### src/rtl/core/vfal_pkg.sv
// Package: lane count, item structs and float constants for the vector adder.
`timescale 1ns / 1ps
package vfal_pkg;
  localparam int LANES = 4;
  localparam int LANES_MAX = 4;
  localparam logic [31:0] QNAN = 32'h7FC00000;

  typedef struct packed {
    logic [31:0] a_lane0;
    logic [31:0] a_lane1;
    logic [31:0] a_lane2;
    logic [31:0] a_lane3;
    logic [31:0] b_lane0;
    logic [31:0] b_lane1;
    logic [31:0] b_lane2;
    logic [31:0] b_lane3;
  } in_item_t;

  typedef struct packed {
    logic [31:0] sum_lane0;
    logic [31:0] sum_lane1;
    logic [31:0] sum_lane2;
    logic [31:0] sum_lane3;
  } out_item_t;

  // aligned operands after stage 1
  typedef struct packed {
    logic        special;
    logic [31:0] special_val;
    logic        sign;
    logic        sub;
    logic [7:0]  exp;
    logic [26:0] sb;
    logic [26:0] ss;
  } vfal_align_t;

  // raw sum after stage 2
  typedef struct packed {
    logic        special;
    logic [31:0] special_val;
    logic        sign;
    logic [8:0]  exp;
    logic [27:0] sig;
  } vfal_sum_t;
endpackage

### src/rtl/core/vfal_lane.sv
// One binary32 adder lane: align, add, normalize and round over three stages.
`timescale 1ns / 1ps
module vfal_lane
  import vfal_pkg::*;
(
  input  logic        clk,
  input  logic        en,
  input  logic [31:0] a,
  input  logic [31:0] b,
  output logic [31:0] sum
);
  vfal_align_t st1_nxt, st1_r;
  vfal_sum_t   st2_nxt, st2_r;
  logic [31:0] sum_nxt, sum_r;

  // stage 1: specials, magnitude order, alignment shift with sticky
  always_comb begin
    logic [31:0] big, sml;
    logic [7:0]  eb, es, d;
    logic [26:0] sb, ss, mask;
    logic        nan_a, nan_b, inf_a, inf_b;
    nan_a = (a[30:23] == 8'hFF) && (a[22:0] != '0);
    nan_b = (b[30:23] == 8'hFF) && (b[22:0] != '0);
    inf_a = (a[30:23] == 8'hFF) && (a[22:0] == '0);
    inf_b = (b[30:23] == 8'hFF) && (b[22:0] == '0);
    if (a[30:0] >= b[30:0]) begin
      big = a;
      sml = b;
    end else begin
      big = b;
      sml = a;
    end
    eb = (big[30:23] == '0) ? 8'd1 : big[30:23];
    es = (sml[30:23] == '0) ? 8'd1 : sml[30:23];
    sb = {(big[30:23] != '0), big[22:0], 3'b000};
    ss = {(sml[30:23] != '0), sml[22:0], 3'b000};
    d = eb - es;
    if (d >= 8'd27) begin
      mask = '0;
      ss = {26'd0, (ss != '0)};
    end else begin
      mask = (27'd1 << d[4:0]) - 27'd1;
      ss = (ss >> d[4:0]) | {26'd0, ((ss & mask) != '0)};
    end
    st1_nxt.special = nan_a || nan_b || inf_a || inf_b;
    if (nan_a || nan_b || (inf_a && inf_b && (a[31] != b[31]))) begin
      st1_nxt.special_val = QNAN;
    end else if (inf_a) begin
      st1_nxt.special_val = a;
    end else begin
      st1_nxt.special_val = b;
    end
    st1_nxt.sign = big[31];
    st1_nxt.sub  = big[31] != sml[31];
    st1_nxt.exp  = eb;
    st1_nxt.sb   = sb;
    st1_nxt.ss   = ss;
  end

  // stage 2: add or subtract, carry renormalize
  always_comb begin
    logic [27:0] s;
    st2_nxt.special     = st1_r.special;
    st2_nxt.special_val = st1_r.special_val;
    st2_nxt.sign        = st1_r.sign;
    st2_nxt.exp         = {1'b0, st1_r.exp};
    if (st1_r.sub) begin
      s = {1'b0, st1_r.sb} - {1'b0, st1_r.ss};
      if (s == '0) begin
        st2_nxt.sign = 1'b0;
        st2_nxt.exp  = 9'd0;
      end
    end else begin
      s = {1'b0, st1_r.sb} + {1'b0, st1_r.ss};
      if (s[27]) begin
        s = {1'b0, s[27:2], s[1] | s[0]};
        st2_nxt.exp = {1'b0, st1_r.exp} + 9'd1;
      end
    end
    st2_nxt.sig = s;
  end

  // stage 3: leading-zero shift bounded by exponent, round to nearest even
  always_comb begin
    logic [26:0] s;
    logic [4:0]  lz;
    logic [8:0]  e, shamt;
    logic [2:0]  grs;
    logic [24:0] m;
    s  = st2_r.sig[26:0];
    e  = st2_r.exp;
    lz = 5'd27;
    for (int i = 0; i <= 26; i++) begin
      if (s[i]) lz = 5'(26 - i);
    end
    if (e == 9'd0) begin
      shamt = 9'd0;
    end else if ({4'd0, lz} < e - 9'd1) begin
      shamt = {4'd0, lz};
    end else begin
      shamt = e - 9'd1;
    end
    s = s << shamt[4:0];
    e = e - shamt;
    grs = s[2:0];
    m = {1'b0, s[26:3]};
    if (grs > 3'd4 || (grs == 3'd4 && m[0])) m = m + 25'd1;
    if (m[24]) begin
      m = m >> 1;
      e = e + 9'd1;
    end
    if (st2_r.special) begin
      sum_nxt = st2_r.special_val;
    end else if (st2_r.exp == 9'd0) begin
      sum_nxt = 32'd0;
    end else if (e >= 9'd255) begin
      sum_nxt = {st2_r.sign, 8'hFF, 23'd0};
    end else begin
      sum_nxt = {st2_r.sign, (m[23] ? e[7:0] : 8'd0), m[22:0]};
    end
  end

  always_ff @(posedge clk) begin
    if (en) begin
      st1_r <= st1_nxt;
      st2_r <= st2_nxt;
      sum_r <= sum_nxt;
    end
  end

  assign sum = sum_r;
endmodule

### src/rtl/core/vfal_ctrl.sv
// Valid tracking for the three-stage lane pipeline with stall on output.
`timescale 1ns / 1ps
module vfal_ctrl
  import vfal_pkg::*;
(
  input  logic clk,
  input  logic rst_n,
  input  logic in_valid,
  output logic in_ready,
  output logic out_valid,
  input  logic out_ready,
  output logic en
);
  logic [2:0] vld_r, vld_nxt;

  // whole pipe advances unless the last stage holds an untaken item
  assign en       = !vld_r[2] || out_ready;
  assign in_ready = en;
  assign out_valid = vld_r[2];
  assign vld_nxt  = en ? {vld_r[1:0], in_valid} : vld_r;

  always_ff @(posedge clk) begin
    if (!rst_n) begin
      vld_r <= '0;
    end else begin
      vld_r <= vld_nxt;
    end
  end
endmodule

### src/rtl/core/vector_float_add_lanes_core.sv
// Top level: four binary32 adder lanes in parallel with a shared pipeline control.
`timescale 1ns / 1ps
// Adds two vectors of LANES binary32 values element by element, round to nearest
// even, IEEE-754 subnormals/infinities/zeros, any NaN result is 0x7FC00000.
// One item per cycle while no result waits untaken. Each item passes the align,
// add and normalize/round registers in each lane in turn; out_valid is high while
// the item sits in the last of them. Lanes at or above LANES return zero. The whole
// pipe stalls only while a result waits.
module vector_float_add_lanes_core
  import vfal_pkg::*;
(
  input  logic      clk,
  input  logic      rst_n,
  input  logic      in_valid,
  output logic      in_ready,
  input  in_item_t  in_data,
  output logic      out_valid,
  input  logic      out_ready,
  output out_item_t out_data
);
  logic en;
  logic [LANES_MAX-1:0][31:0] a_v, b_v, s_v;

  vfal_ctrl u_ctrl (
    .clk, .rst_n, .in_valid, .in_ready, .out_valid, .out_ready, .en
  );

  assign a_v = {in_data.a_lane3, in_data.a_lane2, in_data.a_lane1, in_data.a_lane0};
  assign b_v = {in_data.b_lane3, in_data.b_lane2, in_data.b_lane1, in_data.b_lane0};

  for (genvar k = 0; k < LANES_MAX; k++) begin : g_lane
    if (k < LANES) begin : g_on
      vfal_lane u_lane (.clk, .en, .a(a_v[k]), .b(b_v[k]), .sum(s_v[k]));
    end else begin : g_off
      assign s_v[k] = 32'd0;
    end
  end

  // merge lane results into the output item
  assign out_data.sum_lane0 = s_v[0];
  assign out_data.sum_lane1 = s_v[1];
  assign out_data.sum_lane2 = s_v[2];
  assign out_data.sum_lane3 = s_v[3];
endmodule
### config.mk
export PLATFORM = sky130hd
export DESIGN_NAME = vector_float_add_lanes_core
export DESIGN_NICKNAME = d
export VERILOG_FILES = /design/src/rtl/core/vfal_pkg.sv /design/src/rtl/core/vfal_lane.sv /design/src/rtl/core/vfal_ctrl.sv /design/src/rtl/core/vector_float_add_lanes_core.sv
export SDC_FILE = /design/constraint.sdc
export NUM_CORES = 2
export LEC_CHECK = 0
export BUFFER_PORTS_ARGS = -buffer_cell sky130_fd_sc_hd__buf_2
export CORE_UTILIZATION = 39
export CTS_CLUSTER_DIAMETER = 60
export DETAILED_ROUTE_END_ITERATION = 10
export GPL_ROUTABILITY_DRIVEN = 0
export MAX_ROUTING_LAYER = met4
export PLACE_DENSITY = 0.6
export SETUP_SLACK_MARGIN = 0.05
export SYNTH_ARGS = -nofsm -noshare
export SYNTH_HDL_FRONTEND = slang
export SYNTH_HIERARCHICAL = 1
export SYNTH_SLANG_ARGS = --single-unit
### constraint.sdc
create_clock -name clk -period 66.7 [get_ports clk]
set_clock_uncertainty 0.1 [all_clocks]
set_input_delay 10.005 -clock clk [delete_from_list [all_inputs] [get_ports clk]]
set_output_delay 10.005 -clock clk [all_outputs]
set_load 0.05 [all_outputs]
==> impl_metrics.py <==
metrics = {
    "timing": {
        "setup_ws_ps": 45620,
        "drv_slew": 0,
        "final_hold_viol_count": 0,
        "final-setup-viol-count": 0,
        "fin_crit_ps": 21080,
        "fmax_mhz": 47.4,
        "holdWs_ps": 312,
        "setup_tns_ps": 0,
        "tightestPinTransition_ps": 1200,
        "final.period_utilization_pct": 31.6,
        "grt_setup_unrepaired": "false",
        "max_slew_margin_pct": 18.0,
    },
    "logic_synthesis": {
        "ys_seq_elements": 787,
        "ys_async_sr_fraction_pct": 0,
        "yosysSeqAreaShare_pct": 34.1,
        "avgSynthCellArea_um2": 9.10,
        "synth-edff-count": 784,
        "yosysWarnings": 6,
        "synthCells": 7609,
        "ys.flop_type": "edfxtp_1",
        "synth_cell_types": 148,
        "syn_area_um2": 69200,
    },
    "cells_and_area": {
        "final_core_util_pct": 43.3,
        "area_delta_synth_final_pct": 10.3,
        "drive_gt1_share_pct": 12.4,
        "fillers": 17000,
        "ff_latch_area_um2": 23600,
        "multi_input_area_um2": 42400,
        "nets": 8484,
    },
    "outcome": {
        "status": "complete, but fails checks",
        "violations": "design-rule violations",
    },
    "global_routing": {
        "grt_start_max_net_pins": 171,
        "grt_usage_pct": 24.1,
        "antenna_found_initial": 25,
        "grt_pass1_vias": 57000,
        "grt_pass1_wl_um": 334000,
        "gr-total-overflow": 0,
    },
    "floorplanning": {
        "die_y_um": 423,
        "start_util_pct": 39.3,
        "die_area_um2": 179000,
        "ios": 390,
        "core-area_um2": 176000,
        "row_count": 154,
        "die_x_um": 423,
    },
    "clocking": {
        "cts_sinks": 787,
        "clockBufferDepth": 3,
        "htreeDepth": 3,
        "cts_buffers": 92,
        "cts_root_buf": "clkbuf_16",
        "clkTransAtPathRegs_ps": 60,
        "post_cts_buffers": 0,
        "insertion_delay_ps": 730,
        "cts_tree": "yes",
        "hold_buffers": 0,
        "cts-resized-gates": 0,
    },
    "worst_setup_path": {
        "worst-setup-path-type": "input pin to output port",
        "cp_cell_sequence": "buf_2 -> nor2b_4 -> inv_8 -> buf_2",
        "crit_path_frequent_cell": "buf_2",
        "worst-path-max-fanout": 74,
        "end_kind": "output port",
        "max_stage_delay_ps": 400,
        "cp.required_ps": 56590,
        "cp-start-kind": "input pin",
        "arrival_ps": 10970,
        "worst_path_max_delay_cell": "inv_8",
    },
    "pwr": {
        "p_total_w": 0.00292,
        "powerDensity_nw_per_um2": 38.2,
        "p_leak_nw": 31.0,
        "vdd_ir_drop_max_uv": 25.5,
    },
    "placement": {
        "detailed_place_hpwl_um": 170000,
        "io_buffer_count": 389,
        "pre_cts_slack_ps": 45620,
    },
    "routing": {
        "viasPerCell": 6.03,
        "wl_per_cell_um": 21.5,
        "vias": 61600,
        "routed_wirelength_um": 219000,
        "ant_nets": 0,
        "drc": 80,
        "firstDrtPassIters": 11,
        "drt-initial-drc-count": 7042,
    },
    "run": {
        "maxCapViolCount": 0,
    },
    "hold_path": {
        "hp-class": "flop to flop",
    },
}
## worst paths after layout
kind / start / end / slack, ps / cells past startpoint
worst max-delay path: out_ready / in_ready / 45620 / 4
worst min-delay path: g_lane[3].g_on.u_lane/st1_r[82] / g_lane[3].g_on.u_lane/st2_r[56] / 310 / 0
worst max register to register: g_lane[3].g_on.u_lane/st2_r[4] / g_lane[3].g_on.u_lane/sum[1] / 57560 / 24
worst min register to register: g_lane[3].g_on.u_lane/st1_r[82] / g_lane[3].g_on.u_lane/st2_r[56] / 310 / 0
## critical path, delay by kind of cell
kind,cells,cell delay [ps]
simple gates,1,60
buf+inv,3,870
## per-stage QoR
step,std cells,instance area (µm²)
3_3_place_gp,10000,73200
6_report,10200,76400
2_1_floorplan,7617,69300
5_1_grt,10200,76400
4_1_cts,10200,76300
3_5_place_dp,10000,73200
## cells in the final DEF, fill, tap and decap left out, types with 125 or more instances in the layout
cell / instances
edfxtp_1: 784
ha_1: 416
a21oi_1: 455
mux2_2: 131
mux2i_1: 497
xnor2_1: 217
nor2_1: 545
nand4_1: 138
o21ai_0: 390
nand2_1: 696
inv_1: 453
a21o_1: 125
nand3_1: 213
nor3_1: 261
buf_2: 389
## area by class of cell
type                            count  share of cell area [%]
Clock inverter                     57                   0.857
Antenna cell                        9                  0.0295
Tap cell                         2340                    3.83
Inverter                          471                    2.33
Timing Repair Buffer              469                    3.35
Sequential cell                   787                    30.9
Multi-Input combinational cell   5975                    55.5
Clock buffer                      112                    3.21
## cell families (layout without fill, tap and decap cells)
| logic type | after synthesis | in the layout | share of synthesized area [%] |
|---|---|---|---|
| AOI/OAI and AO/OA | 1976 | 1976 | 19.7 |
| DFF | 787 | 787 | 34.1 |
| buffers and inverters | 855 | 1109 | 5.03 |
| and+or+nand+nor | 2546 | 2546 | 18.4 |
| other | 4 | 21 | 0.0217 |
| xor gates and xnor gates | 337 | 337 | 4.27 |
| muxes | 673 | 673 | 10.6 |
| adders and majority gates | 431 | 431 | 7.91 |
## synth_stat cells (39+ instances only)
master    number  area share [%]
or3_1         57            0.52
nand2b_1      76            0.69
o21ai_1       41            0.30
nor4_1       109            0.98
nand3_1      213             1.5
ha_1         416             7.5
mux2_2       131             2.1
a21o_1       125             1.4
nor2_1       545             3.0
inv_1        454             2.5
mux2i_1      498             7.2
nand2_1      696             3.8
and2_1       122             1.1
o21a_1        49            0.53
edfxtp_1     784              34
nor2b_1       84            0.76
o22ai_1       44            0.40
xor2_1       112             1.4
a21oi_1      457             3.3
o21ai_0      390             2.8
o31ai_1       46            0.50
xnor2_1      224             2.8
a31oi_1       63            0.57
o21bai_1      49            0.53
o211ai_1      85            0.92
a22o_1        50            0.63
clkbuf_1     263             1.4
buf_2         48            0.35
nand4_1      138             1.2
a211oi_1      89            0.96
nor3_1       263             1.9
buf_1         39            0.21
and3_1        57            0.52
## registers in the layout, summed over array words and instances, names as in the netlist
| register | cells |
|---|---|
| g_lane.g_on.u_lane/st1_r | 376 |
| g_lane.g_on.u_lane/st2_r | 280 |
| g_lane.g_on.u_lane/sum | 128 |
| u_ctrl/vld_r | 3 |
## routing by layer
| metal | share of wire (%) | wire (µm) | global-route usage, % | vias to the layer above |
|---|---|---|---|---|
| li1 | - | - | - | 29000 |
| met1 | 43 | 93900 | 31.7 | 29400 |
| met2 | 46 | 99800 | 37.3 | 2721 |
| met3 | 7.3 | 16000 | 3.18 | 529 |
| met4 | 4.4 | 9590 | 9.86 | 0 |
| met5 | 0 | 0 | - | - |
## where the power goes
part | internal (W) | switching, W
Clock | 0.000294 | 0.000211
Combinational | 0.000574 | 0.00106
Sequential | 0.000677 | 0.0000999
Total | 0.00154 | 0.00137
(Power assumes the default switching activity.)
